$ cat src/hdl/soht_pkg.sv
// ----------------------------------------------------------------------------
// soht_pkg: shared types and constants of the slot owner hash table
// Entry layout, outcome codes, hash constants and controller/datapath links.
// ----------------------------------------------------------------------------
package soht_pkg;

  localparam int IN_W  = 344;
  localparam int OUT_W = 32;

  localparam logic [63:0] HASH_ADD   = 64'h9e3779b97f4a7c15;
  localparam logic [63:0] HASH_MUL   = 64'hff51afd7ed558ccd;
  localparam int          HASH_SHIFT = 33;
  localparam logic [63:0] SLOT_MAX   = 64'h0000_0000_0000_ffff;

  localparam logic OP_RECORD = 1'b0;
  localparam logic OP_CHECK  = 1'b1;

  typedef enum logic [3:0] {
    OUT_REJECTED    = 4'd0,
    OUT_INSERTED    = 4'd1,
    OUT_HIT_MATCH   = 4'd2,
    OUT_HIT_UPDATED = 4'd3,
    OUT_FULL        = 4'd4,
    OUT_MISS        = 4'd5,
    OUT_STALE       = 4'd6,
    OUT_WOULD_SKIP  = 4'd7,
    OUT_FALSE_POS   = 4'd8,
    OUT_MISMATCH    = 4'd9
  } outcome_t;

  typedef enum logic [1:0] {
    RES_REJECT = 2'd0,
    RES_PROBE  = 2'd1,
    RES_FULL   = 2'd2
  } res_sel_t;

  typedef struct packed {
    logic        used;
    logic [63:0] blk;
    logic [63:0] base;
    logic [15:0] slot;
    logic [15:0] owner;
    logic [31:0] gen;
  } entry_t;

  typedef struct packed {
    logic       load;
    logic       div_slot;
    logic       slot_check;
    logic       mul_en;
    logic [1:0] mul_sel;
    logic       div_mod;
    logic       probe_init;
    logic       mem_rd;
    logic       probe_adv;
    logic       commit;
    res_sel_t   res_sel;
    logic       clr_en;
    logic       out_load;
  } cmd_t;

  typedef struct packed {
    logic pre_bad;
    logic div_done;
    logic slot_bad;
    logic mod_done;
    logic probe_stop;
    logic probe_last;
    logic clr_last;
  } stat_t;

endpackage

$ cat src/hdl/soht_ctrl.sv
// ----------------------------------------------------------------------------
// soht_ctrl: sequencer of the slot owner hash table
// Steps one request through check, divide, hash, reduce, probe and result.
// ----------------------------------------------------------------------------
module soht_ctrl import soht_pkg::*; (
  input  logic  clk,
  input  logic  rst,
  input  logic  s_tvalid,
  output logic  s_tready,
  output logic  m_tvalid,
  input  logic  m_tready,
  output cmd_t  cmd,
  input  stat_t stat
);

  typedef enum logic [10:0] {
    S_CLEAR = 11'b000_0000_0001,
    S_IDLE  = 11'b000_0000_0010,
    S_PRE   = 11'b000_0000_0100,
    S_DIVS  = 11'b000_0000_1000,
    S_SCHK  = 11'b000_0001_0000,
    S_MUL   = 11'b000_0010_0000,
    S_MOD   = 11'b000_0100_0000,
    S_DIVM  = 11'b000_1000_0000,
    S_PRD   = 11'b001_0000_0000,
    S_PCMP  = 11'b010_0000_0000,
    S_FIN   = 11'b100_0000_0000
  } state_t;

  state_t     state, state_next;
  logic [1:0] mul_cnt, mul_cnt_next;
  logic       out_free;

  assign s_tready = state == S_IDLE;
  assign out_free = !m_tvalid || m_tready;

  always_comb begin
    state_next   = state;
    mul_cnt_next = mul_cnt;
    cmd          = '0;
    unique case (state)
      S_CLEAR: begin
        cmd.clr_en = 1'b1;
        if (stat.clr_last) state_next = S_IDLE;
      end
      S_IDLE: begin
        if (s_tvalid) begin
          cmd.load   = 1'b1;
          state_next = S_PRE;
        end
      end
      S_PRE: begin
        if (stat.pre_bad) begin
          cmd.commit  = 1'b1;
          cmd.res_sel = RES_REJECT;
          state_next  = S_FIN;
        end else begin
          cmd.div_slot = 1'b1;
          state_next   = S_DIVS;
        end
      end
      S_DIVS: begin
        if (stat.div_done) state_next = S_SCHK;
      end
      S_SCHK: begin
        if (stat.slot_bad) begin
          cmd.commit  = 1'b1;
          cmd.res_sel = RES_REJECT;
          state_next  = S_FIN;
        end else begin
          cmd.slot_check = 1'b1;
          mul_cnt_next   = 2'd0;
          state_next     = S_MUL;
        end
      end
      S_MUL: begin
        cmd.mul_en   = 1'b1;
        cmd.mul_sel  = mul_cnt;
        mul_cnt_next = mul_cnt + 2'd1;
        if (mul_cnt == 2'd2) state_next = S_MOD;
      end
      S_MOD: begin
        cmd.div_mod = 1'b1;
        state_next  = S_DIVM;
      end
      S_DIVM: begin
        if (stat.mod_done) begin
          cmd.probe_init = 1'b1;
          state_next     = S_PRD;
        end
      end
      S_PRD: begin
        cmd.mem_rd = 1'b1;
        state_next = S_PCMP;
      end
      S_PCMP: begin
        if (stat.probe_stop) begin
          cmd.commit  = 1'b1;
          cmd.res_sel = RES_PROBE;
          state_next  = S_FIN;
        end else if (stat.probe_last) begin
          cmd.commit  = 1'b1;
          cmd.res_sel = RES_FULL;
          state_next  = S_FIN;
        end else begin
          cmd.probe_adv = 1'b1;
          state_next    = S_PRD;
        end
      end
      S_FIN: begin
        if (out_free) begin
          cmd.out_load = 1'b1;
          state_next   = S_IDLE;
        end
      end
      default: state_next = S_IDLE;
    endcase
  end

  always_ff @(posedge clk) begin
    if (rst) begin
      state    <= S_CLEAR;
      mul_cnt  <= '0;
      m_tvalid <= 1'b0;
    end else begin
      state   <= state_next;
      mul_cnt <= mul_cnt_next;
      if (cmd.out_load) begin
        m_tvalid <= 1'b1;
      end else if (m_tready) begin
        m_tvalid <= 1'b0;
      end
    end
  end

endmodule

$ cat config.mk
export PLATFORM = sky130hd
export DESIGN_NAME = soht_ctrl
export DESIGN_NICKNAME = d
export VERILOG_FILES = /design/src/hdl/soht_pkg.sv /design/src/hdl/soht_ctrl.sv
export SDC_FILE = /design/constraint.sdc
export NUM_CORES = 1
export LEC_CHECK = 0
export ABC_AREA = 1
export BUFFER_PORTS_ARGS = -buffer_cell sky130_fd_sc_hd__buf_2
export CAP_MARGIN = 20
export CORE_UTILIZATION = 48
export CTS_BUF_LIST = sky130_fd_sc_hd__clkbuf_2 sky130_fd_sc_hd__clkbuf_4 sky130_fd_sc_hd__clkbuf_8
export DETAILED_ROUTE_END_ITERATION = 8
export GPL_TIMING_DRIVEN = 0
export PLACE_DENSITY_LB_ADDON = 0.15
export SYNTH_ARGS = -nofsm -noshare
export SYNTH_HDL_FRONTEND = slang
export SYNTH_SLANG_ARGS = --single-unit
$ cat constraint.sdc
create_clock -name clk -period 1.2 [get_ports clk]
set_input_delay 0.18 -clock clk [delete_from_list [all_inputs] [get_ports clk]]
set_output_delay 0.18 -clock clk [all_outputs]
set_load 0.01 [all_outputs]
-- Word-level counts from Yosys, hierarchy flattened
Index checks and enable logic that the tools add are counted.
- add/subtract/negate cells: 1
- eq/ne operators: 19
- multiplexer cells: 37
- reductions and logical operators: 6
- operators by type and width (operator ; count):
    11-bit case mux with 11 select lines ; 1
    11-bit 2-to-1 mux ; 10
    1-bit 2-to-1 mux ; 18
    3-bit 2-to-1 mux ; 5
    2-bit != test (second input constant) ; 7
    11-bit by 1-bit == test with 1-bit output (second input constant) ; 1
    11-bit by 10-bit == test with 1-bit output (second input constant) ; 1
    11-bit == test (second input constant) ; 1
    11-bit by 2-bit == test with 1-bit output (second input constant) ; 1
    11-bit by 3-bit == test with 1-bit output (second input constant) ; 1
    11-bit by 4-bit == test with 1-bit output (second input constant) ; 1
    11-bit by 5-bit == test with 1-bit output (second input constant) ; 1
    11-bit by 6-bit == test with 1-bit output (second input constant) ; 1
    11-bit by 7-bit == test with 1-bit output (second input constant) ; 1
    11-bit by 8-bit == test with 1-bit output (second input constant) ; 1
    11-bit by 9-bit == test with 1-bit output (second input constant) ; 1
    3-bit case mux with 3 select lines ; 1
    6-bit AND reduction ; 1
    2-bit case mux with 2 select lines ; 1
    2-bit nonzero test ; 2
    2-bit by 1-bit adder with 2-bit output (second input constant) ; 1
    2-bit == test (second input constant) ; 1
    2-bit 2-to-1 mux ; 1
    2-bit AND reduction ; 1
    other kinds (2) ; 2
- bits in registers: 14
- input port bits: 11
- output and inout port bits: 17
- logic and storage cells: 66

-- Depth between registers and ports, before layout
Gate-level depths: netlist of the first run.
- word-level depth: 5
- depth in mapped cells: 10
- gate-level depth less buffers: 10

-- Least setup slack after synthesis of the first run
Ideal clock, no wire load.
- kind: reg-to-output
- start: reg state[8]
- end: out cmd[1] (netlist name)
- arrival time: 1.158 ns
- required time: 1.020 ns
- setup slack: -0.138 ns
- cell stages (with the launch flop): 6
- buffers on the path: 0
- cells stage by stage: dfxtp_1 -> nor2_4 -> nand2_4 -> nor2_8 -> inv_2 -> nor4_1
- RTL lines (item ; RTL line ; source):
    start: declaration ; soht_ctrl.sv:30 ; state_t state, state_next;
    start signal: assignment ; soht_ctrl.sv:126 ; state <= state_next;
    end: declaration ; soht_ctrl.sv:12 ; output cmd_t cmd,

==> flow_metrics.env, run 1 <==
export IMPL_flow_area_growth_from_synthesis_pct=68.5
export IMPL_multi_input_area_sq_um=788
export IMPL_design_portCount=28
export IMPL_cts_htree_levels=1
export IMPL_via_per_inst=5.19
export IMPL_timing_slew_headroom=0.636
export IMPL_drt_antenna_violating_nets=0
export IMPL_regArea_sq_um=312
export IMPL_yosysUniqueCellTypes=27
export IMPL_wl_per_cell_microns=15.2
export IMPL_total_power_mw=1.04
export IMPL_fillCellCount=94
export IMPL_critical_path_cell_list="nor2_4 > nand2_4 > inv_4 > nand2_4 > nor2_4 > inv_2 > nor2_2 > buf_2"
export IMPL_critical_path_required_ns=1.02
export IMPL_synth_cell_area_sq_um=1030
export IMPL_comb_power_share=0.267
export IMPL_critical_path_max_stage_delay_ns=0.35
export IMPL_synth_ff_latch_count=14
export IMPL_cts_tree="built"
export IMPL_p_leak_nw=0.891
export IMPL_post_synth_cell_area_avg_sq_um=6.90
export IMPL_nets=225
export IMPL_power_frac_clock=0.277
export IMPL_metal2_wl_microns=1910
export IMPL_finish_utilization=0.874
export IMPL_power_switching_mw=0.341
export IMPL_violations="negative setup slack"
export IMPL_clock_root_buffer="clkbuf_4"
export IMPL_post_route_period_util=1.41
export IMPL_routability_cong=0.779
export IMPL_power_report_internal_total_mw=0.702
export IMPL_max_freq_mhz=590
export IMPL_post_route_cells_drive_above_1_share=0.649
export IMPL_share_seq_of_total_power=0.456
export IMPL_cts_hold_buf=0
export IMPL_setup_worst_path_start_class="register"
export IMPL_crit_path_top_delay_cell="dfxtp_2"
export IMPL_cts_sinks=14
export IMPL_place_port_buffers=27
export IMPL_grt_max_degree=11
export IMPL_synth_net_count=161
export IMPL_final_min_clock_period_ns=1.69
export IMPL_cts_buffers=3
export IMPL_vias=1236
export IMPL_worst_pin_slew_ns=0.546
export IMPL_highest_signal_layer="met4"
export IMPL_hold_path_class="in2reg"
export IMPL_globalRouteOverflowTotal=0
export IMPL_detail_route_first_pass_iterations=4
export IMPL_fin_setup_tns_ns=-9.30
export IMPL_die_width_microns=48.3
export IMPL_m1WireLength_microns=1340
export IMPL_wl_met3_microns=214
export IMPL_switching_share=0.327
export IMPL_unrepaired_setup_endpoints_after_global_routing="true"
export IMPL_final_critical_path_setup_slack_ns=-0.494
export IMPL_syn_warnings=0
export IMPL_grt_util_overall=0.264
export IMPL_fin_worst_skew_ns=0.0143
export IMPL_synthCells=149
export IMPL_fin_worst_hold_slack_ns=0.150
export IMPL_floorplan_initialDensity=0.519
export IMPL_antenna_violations_before_repair=0
export IMPL_worstSkewPairLatency_ns=0.29
export IMPL_drc=0
export IMPL_core_sq_um=1980
export IMPL_ir_drop_mv=1.00
export IMPL_timing_critical_path_arrival_ns=1.51
export IMPL_hold_viol_final=0
export IMPL_detailedPlacementHpwl_microns=1760
export IMPL_peak_fanout_along_the_critical_path=4
export IMPL_detailedRoute_firstIterationViolations=31
export IMPL_floorplan_die_area_sq_um=2330
export IMPL_status="finished with violations"
export IMPL_timing_final_setup_violations=27
export IMPL_drv_max_cap_violation_count=0
export IMPL_pwr_density_cell_nw_per_um2=602
export IMPL_crit_path_end_kind="output port"
export IMPL_rows=16
export IMPL_fp_dieH_microns=48.3
export IMPL_path_clk_slew_ns=0.10
export IMPL_setup_worst_path_class="reg2out"
export IMPL_layoutNonFillerInstCount=238
export IMPL_total_routed_wirelength_microns=3610
export IMPL_share_of_synthesized_area_occupied_by_flip_flops_and_latches=0.273
export IMPL_antenna_cells=0
export IMPL_first_global_vias=982
export IMPL_place_detailed_instances=203
export IMPL_final_max_slew_violation_count=0
export IMPL_cts_buffer_depth=2
export IMPL_grt_pass1_wl_microns=4040
## routing by layer
metal	track usage	vias to the layer above
met4	0.189	0
met3	0.0333	18
met2	0.467	49
li1	-	582
met1	0.287	587
met5	0	-
## cells by family (layout without fill, tap and decap cells)
family	after synthesis	count (layout)	share of synthesized area
flops	14	14	0.273
simple gates	93	93	0.536
compound gates	9	9	0.0547
buf+inv	32	94	0.124
fa+ha+maj	1	1	0.0122
## final timing paths
kind,start,endpoint,slack [ns],cells past startpoint
setup / recovery,state[9],cmd[12],-0.49,8
hold / removal,rst,state[0],0.15,3
setup reg to reg,state[10],state[1],-0.39,12
hold reg to reg,mul_cnt[1],mul_cnt[1],0.50,2
## Yosys cell counts
cell,n,share of area
nand2_4,4,0.044
inv_1,27,0.099
nor3_1,3,0.015
o21ai_1,2,0.0097
dfxtp_1,14,0.27
and2_1,1,0.0061
a21oi_2,1,0.0085
or2_0,1,0.0061
inv_2,3,0.011
nor2_2,3,0.018
nor4_1,1,0.0061
nand2_2,4,0.024
and3_1,1,0.0061
nand2_1,21,0.077
o211ai_2,1,0.012
nand3b_1,2,0.015
a21oi_1,5,0.024
dlygate4sd1_1,1,0.0085
nand3_2,3,0.029
nor2_8,3,0.058
nand3_1,9,0.044
nand4_1,1,0.0061
inv_4,1,0.0061
ha_1,1,0.012
nor2_4,6,0.066
nor2_1,29,0.11
nand3b_2,1,0.011
## area by class of cell
cell class / instances / share of cell area
tap: 27 / 0.0195
buffer: 1 / 0.00505
inverter: 31 / 0.0729
multi-input combinational: 103 / 0.455
sequential: 14 / 0.180
timing repair buffer: 59 / 0.255
clock buffer: 3 / 0.0130
## flip-flops by register name (all words and copies together) (netlist names)
name and count:
mul_cnt 2, state 11, m_tvalid 1
## cells in the final DEF (no fill, tap or decap)
cell type      Yosys  routed
dfxtp_4            0       7
nand2_4            4      10
o211ai_2           1       1
nor2_1            29      19
nand4_1            1       1
inv_1             27      21
dfxtp_2            0       4
buf_4              0      21
and3_1             1       1
or2_1              0       1
a21oi_2            1       6
o21ai_4            0       1
nor2_4             6      12
buf_6              0      15
nand3_4            0       1
nor3_1             3       2
inv_4              1       4
nand3b_2           1       1
nor2_2             3       7
nor4_2             0       1
o21ai_2            0       1
nand3b_1           2       2
and2_1             1       1
nand2_1           21      15
inv_2              3       6
nor3_2             0       1
nor2_8             3       3
nand3_2            3       5
nand2_2            4       4
ha_1               1       1
clkbuf_4           0       3
nand3_1            9       6
dfxtp_1           14       3
dlygate4sd1_1      1       1
buf_2              0      23
## worst max-delay path: cells and delay by family, from the launching register on
kind          cells  cell delay, ns
flops             1            0.35
simple gates      5            0.58
buf+inv           3            0.28
## what timing repair did
| item | in CTS | in global routing |
|---|---|---|
| pin swaps | 13 | 22 |
| setup endpoints to repair | 26 | 30 |
| buffers inserted | 24 | 10 |
| gates cloned | 0 | 0 |
| gates resized for setup | 29 | 43 |
## power groups by stage
stage | clock, mW | combinational (mW) | sequential [mW]
after floorplan | 0 | 0.132 | 0.499
after global placement | 0 | 0.175 | 0.501
after detailed placement | 0 | 0.181 | 0.501
after CTS | 0.273 | 0.230 | 0.485
after global routing | 0.300 | 0.298 | 0.477
final | 0.289 | 0.278 | 0.476
## through the flow
stage,worst slack (ns),instance area (sq um)
2_1_floorplan,-0.0388,1060
3_3_place_gp,-0.152,1230
3_5_place_dp,-0.198,1230
4_1_cts,-0.456,1520
5_1_grt,-0.540,1730
6_report,-0.494,1730
Note: power is estimated with default switching activity, not from simulation.
==> run 2, diff against run 1 <==
--- a/config.mk
+++ b/config.mk
@@ -8,7 +8,9 @@
 export ABC_AREA = 1
 export BUFFER_PORTS_ARGS = -buffer_cell sky130_fd_sc_hd__buf_2
 export CAP_MARGIN = 20
-export CORE_UTILIZATION = 48
+export CELL_PAD_IN_SITES_DETAIL_PLACEMENT = 0
+export CELL_PAD_IN_SITES_GLOBAL_PLACEMENT = 1
+export CORE_UTILIZATION = 34
 export CTS_BUF_LIST = sky130_fd_sc_hd__clkbuf_2 sky130_fd_sc_hd__clkbuf_4 sky130_fd_sc_hd__clkbuf_8
 export DETAILED_ROUTE_END_ITERATION = 8
 export GPL_TIMING_DRIVEN = 0
==> flow_metrics.env, run 2 (synthesized netlist as in run 1, its figures left out) <==
export IMPL_status="finished with violations"
export IMPL_violations="design-rule violations, negative setup slack"
export IMPL_globalRouteOverflowTotal=0
export IMPL_cts_sinks=14
export IMPL_vias=1125
export IMPL_floorplan_initialDensity=0.367
export IMPL_setup_worst_path_class="reg2out"
export IMPL_die_width_microns=57
export IMPL_total_power_mw=1.13
export IMPL_most_frequent_cells_in_the_layout="23 x buf_2, 22 x inv_1, 20 x buf_4"
export IMPL_max_freq_mhz=587
export IMPL_first_global_vias=1001
export IMPL_grt_pass1_wl_microns=4400
export IMPL_grt_util_overall=0.177
export IMPL_fp_dieH_microns=57
export IMPL_place_port_buffers=27
export IMPL_drc=4
export IMPL_max_reg_flops=11
export IMPL_peak_fanout_along_the_critical_path=6
export IMPL_largest_registers="state: 11 flops, mul_cnt: 2 flops, m_tvalid: 1 flops"
export IMPL_final_max_slew_violation_count=0
export IMPL_total_routed_wirelength_microns=2920
export IMPL_met3_global_route_usage=0.0272
export IMPL_crit_path_end_kind="output port"
export IMPL_floorplan_die_area_sq_um=3250
export IMPL_timing_slew_headroom=0.684
export IMPL_drv_max_cap_violation_count=0
export IMPL_antenna_cells=0
export IMPL_groute_layer_met1_usage=0.215
export IMPL_detailedRoute_firstIterationViolations=38
export IMPL_timing_critical_path_arrival_ns=1.52
export IMPL_worstSkewPairLatency_ns=0.29
export IMPL_cts_buffers=3
export IMPL_unrepaired_setup_endpoints_after_global_routing="true"
export IMPL_hold_viol_final=0
export IMPL_cts_buffer_depth=2
export IMPL_grt_most_used_layer="met2"
export IMPL_path_clk_slew_ns=0.10
export IMPL_fin_setup_tns_ns=-9.72
export IMPL_antenna_violations_before_repair=0
export IMPL_detailedPlacementHpwl_microns=1860
export IMPL_design_portCount=28
export IMPL_layoutNonFillerInstCount=240
export IMPL_final_critical_path_setup_slack_ns=-0.503
export IMPL_clock_root_buffer="clkbuf_4"
export IMPL_pwr_density_cell_nw_per_um2=656
export IMPL_fin_worst_skew_ns=0.00379
export IMPL_grt_max_degree=11
export IMPL_whs_path_depth=3
export IMPL_rows=19
export IMPL_worst_r2r_cell_count=13
export IMPL_nets=222
export IMPL_p_leak_nw=0.894
export IMPL_finish_utilization=0.616
export IMPL_timing_final_setup_violations=29
export IMPL_cts_htree_levels=1
export IMPL_worst_pin_slew_ns=0.474
export IMPL_post_route_cells_drive_above_1_share=0.656
export IMPL_core_sq_um=2810
export IMPL_drt_antenna_violating_nets=0
export IMPL_hold_path_class="in2reg"
export IMPL_via_per_inst=4.69
export IMPL_critical_path_required_ns=1.02
export IMPL_use_met2=0.306
export IMPL_final_common_cell="buf_2"
export IMPL_ir_drop_mv=0.507
export IMPL_cts_tree="built"
export IMPL_final_min_clock_period_ns=1.70
export IMPL_setup_worst_path_start_class="register"
export IMPL_flow_area_growth_from_synthesis_pct=68.1
export IMPL_dpl_worst_slack_ns=-0.209
export IMPL_place_detailed_instances=207
export IMPL_detail_route_first_pass_iterations=6
export IMPL_wl_per_cell_microns=12.1
export IMPL_routability_cong=0.761
export IMPL_max_flop_register="state"
export IMPL_post_route_period_util=1.42
## run 2: path summary, 6_finish.rpt
| path | startpoint | slack, ns | end |
|---|---|---|---|
| setup / recovery | state[4] | -0.50 | cmd[4] |
| setup reg to reg | state[9] | -0.39 | state[1] |
| hold reg to reg | mul_cnt[1] | 0.50 | mul_cnt[1] |
| hold / removal | rst | 0.14 | state[0] |
## run 2: final cells by class
cell class / count / area (sq um)
inverters: 31 / 124
clock buffers: 4 / 36.3
fillers: 276 / 1080
repair buffers: 56 / 429
plain buffers: 1 / 8.76
flip-flops and latches: 14 / 309
multi-input cells: 103 / 783
well taps: 31 / 38.8
## run 2: what timing repair did
| action | in CTS | in global routing |
|---|---|---|
| pin swaps | 16 | 23 |
| setup buffers | 17 | 14 |
| hold buffers | 0 | 0 |
| resized for setup | 33 | 35 |
| hold endpoints to repair | 0 | 0 |
| setup endpoints to repair | 26 | 28 |
## run 2: critical path, stage by stage (launching register included)
cell      delay, ns
dfxtp_4        0.37
nor2_4         0.14
nand2_4        0.08
buf_12         0.13
nor2_8         0.14
nand3_1        0.11
o211ai_2       0.10
buf_2          0.16
## run 2: power by group
part           internal, mW  total, mW  switching, mW  leakage (nW)
logic                 0.143      0.297          0.154         0.753
registers             0.466      0.478         0.0116         0.120
clock network         0.185      0.360          0.175        0.0210
total                 0.793       1.13          0.341         0.894
## run 2: routing by layer
| metal | part of all wire | wire (microns) |
|---|---|---|
| met1 | 0.41 | 1210 |
| met4 | 0.020 | 58 |
| met5 | 0 | 0 |
| met2 | 0.53 | 1550 |
| met3 | 0.034 | 98 |
## run 2: metrics by stage
stage / instance area [sq um] / hold WS [ns]
6_report: 1730 / 0.144
3_5_place_dp: 1230 / 0.440
3_3_place_gp: 1230 / 0.437
5_1_grt: 1730 / 0.155
4_1_cts: 1510 / 0.145
2_1_floorplan: 1060 / 0.308
==> run 3, diff against run 2 <==
--- a/config.mk
+++ b/config.mk
@@ -15,6 +15,8 @@
 export DETAILED_ROUTE_END_ITERATION = 8
 export GPL_TIMING_DRIVEN = 0
 export PLACE_DENSITY_LB_ADDON = 0.15
+export RECOVER_POWER = 50
+export SKIP_LAST_GASP = 1
 export SYNTH_ARGS = -nofsm -noshare
 export SYNTH_HDL_FRONTEND = slang
 export SYNTH_SLANG_ARGS = --single-unit
==> flow_metrics.env, run 3 (synthesized netlist as in run 1, its figures left out) <==
export IMPL_power_switching_mw=0.342
export IMPL_routability_cong=0.761
export IMPL_max_flop_register="state"
export IMPL_hold_viol_final=0
export IMPL_core_sq_um=2810
export IMPL_p_leak_nw=0.863
export IMPL_cts_buffers=3
export IMPL_first_global_vias=1001
export IMPL_most_frequent_cells_in_the_layout="23 x inv_1, 23 x buf_2, 20 x buf_4"
export IMPL_unrepaired_setup_endpoints_after_global_routing="true"
export IMPL_comb_power_share=0.251
export IMPL_design_portCount=28
export IMPL_floorplan_initialDensity=0.367
export IMPL_critical_path_required_ns=1.02
export IMPL_grt_max_degree=11
export IMPL_status="finished with violations"
export IMPL_post_route_cells_drive_above_1_share=0.630
export IMPL_power_report_internal_total_mw=0.785
export IMPL_postPlaceCellArea_sq_um=1230
export IMPL_fillCellCount=279
export IMPL_wl_per_cell_microns=12.1
export IMPL_worstSkewPairLatency_ns=0.29
export IMPL_pwr_density_cell_nw_per_um2=666
export IMPL_power_frac_clock=0.325
export IMPL_antenna_cells=0
export IMPL_post_route_period_util=1.44
export IMPL_cts_buffer_depth=2
export IMPL_final_max_slew_violation_count=0
export IMPL_max_reg_flops=11
export IMPL_via_per_inst=4.74
export IMPL_floorplan_die_area_sq_um=3250
export IMPL_detailedPlacementHpwl_microns=1860
export IMPL_path_clk_slew_ns=0.10
export IMPL_ir_drop_mv=0.512
export IMPL_drv_max_cap_violation_count=0
export IMPL_antenna_violations_before_repair=0
export IMPL_drt_antenna_violating_nets=0
export IMPL_cts_sinks=14
export IMPL_place_port_buffers=27
export IMPL_share_seq_of_total_power=0.424
export IMPL_die_width_microns=57
export IMPL_grt_util_overall=0.178
export IMPL_crit_path_end_kind="output port"
export IMPL_nets=221
export IMPL_setup_worst_path_start_class="register"
export IMPL_fin_worst_hold_slack_ns=0.140
export IMPL_timing_final_setup_violations=29
export IMPL_critical_path_max_stage_delay_ns=0.37
export IMPL_detail_route_first_pass_iterations=6
export IMPL_drc=4
export IMPL_peak_fanout_along_the_critical_path=6
export IMPL_flow_area_growth_from_synthesis_pct=64.6
export IMPL_cts_tree="built"
export IMPL_cts_htree_levels=1
export IMPL_crit_path_top_delay_cell="dfxtp_4"
export IMPL_worst_pin_slew_ns=0.491
export IMPL_fp_dieH_microns=57
export IMPL_rows=19
export IMPL_final_critical_path_setup_slack_ns=-0.529
export IMPL_timing_slew_headroom=0.673
export IMPL_max_freq_mhz=578
export IMPL_globalRouteOverflowTotal=0
export IMPL_switching_share=0.303
export IMPL_clock_root_buffer="clkbuf_4"
export IMPL_setup_worst_path_class="reg2out"
export IMPL_grt_pass1_wl_microns=4400
export IMPL_timing_critical_path_arrival_ns=1.55
export IMPL_detailedRoute_firstIterationViolations=31
export IMPL_final_min_clock_period_ns=1.73
export IMPL_finish_instance_area_sq_um=1690
export IMPL_fin_worst_skew_ns=0.00520
export IMPL_violations="design-rule violations, negative setup slack"
export IMPL_vias=1133
export IMPL_dpl_worst_slack_ns=-0.209
export IMPL_total_routed_wirelength_microns=2890
export IMPL_finish_utilization=0.603
export IMPL_largest_registers="state: 11 flops, mul_cnt: 2 flops, m_tvalid: 1 flops"
export IMPL_hold_path_class="in2reg"
export IMPL_cts_hold_buf=0
export IMPL_critical_path_cell_list="nor2_4 > nand2_4 > buf_12 > nor2_8 > nand3_1 > o211ai_2 > buf_2"
run 3: metrics by stage:
step	power [mW]	instances	TNS (ns)
after floorplan	0.631	149	-0.0971
after global placement	0.680	207	-2.19
after detailed placement	0.683	207	-2.59
after CTS	1.09	228	-8.37
after global routing	1.18	239	-12.14
final	1.13	239	-9.99
run 3: path summary, 6_finish.rpt:
| path | endpoint | from | slack, ns | cells after the start |
|---|---|---|---|---|
| worst min-delay path | state[0] | rst | 0.14 | 3 |
| worst max register to register | state[1] | state[4] | -0.42 | 12 |
| worst max-delay path | cmd[4] | state[4] | -0.53 | 7 |
| worst min register to register | mul_cnt[1] | mul_cnt[1] | 0.50 | 2 |
run 3: what timing repair did:
| item | in CTS | in global routing |
|---|---|---|
| setup endpoints to repair | 26 | 28 |
| resized for setup | 31 | 29 |
| pin swaps | 15 | 21 |
| buffers inserted | 17 | 13 |
| hold endpoints to repair | 0 | 0 |
run 3: layout make-up:
type | instances | area [sq um] | share of cell area
repair buffers | 55 | 410 | 0.242
well taps | 31 | 38.8 | 0.0229
inverters | 31 | 124 | 0.0732
flip-flops and latches | 14 | 309 | 0.183
plain buffers | 1 | 8.76 | 0.00517
multi-input cells | 103 | 766 | 0.452
clock buffers | 4 | 36.3 | 0.0214
run 3: routing by layer:
metal  up-vias  share of wire  global-route usage
met1       524           0.41               0.218
met5         -              0                   0
li1        573              -                   -
met3         8          0.037              0.0272
met2        28           0.52               0.303
met4         0          0.026              0.0906
run 3: critical path: cells and delay by family (launching register included):
| kind | cells | cell delay (ns) |
|---|---|---|
| AOI/OAI and AO/OA | 1 | 0.10 |
| buffers and inverters | 2 | 0.29 |
| DFF | 1 | 0.37 |
| and+or+nand+nor | 4 | 0.49 |
run 3: power groups by stage:
stage / Combinational [mW] / Sequential [mW] / Clock (mW)
4_1_cts: 0.245 / 0.482 / 0.368
6_report: 0.283 / 0.478 / 0.366
3_5_place_dp: 0.181 / 0.502 / 0
2_1_floorplan: 0.132 / 0.499 / 0
3_3_place_gp: 0.179 / 0.501 / 0
5_1_grt: 0.305 / 0.479 / 0.399
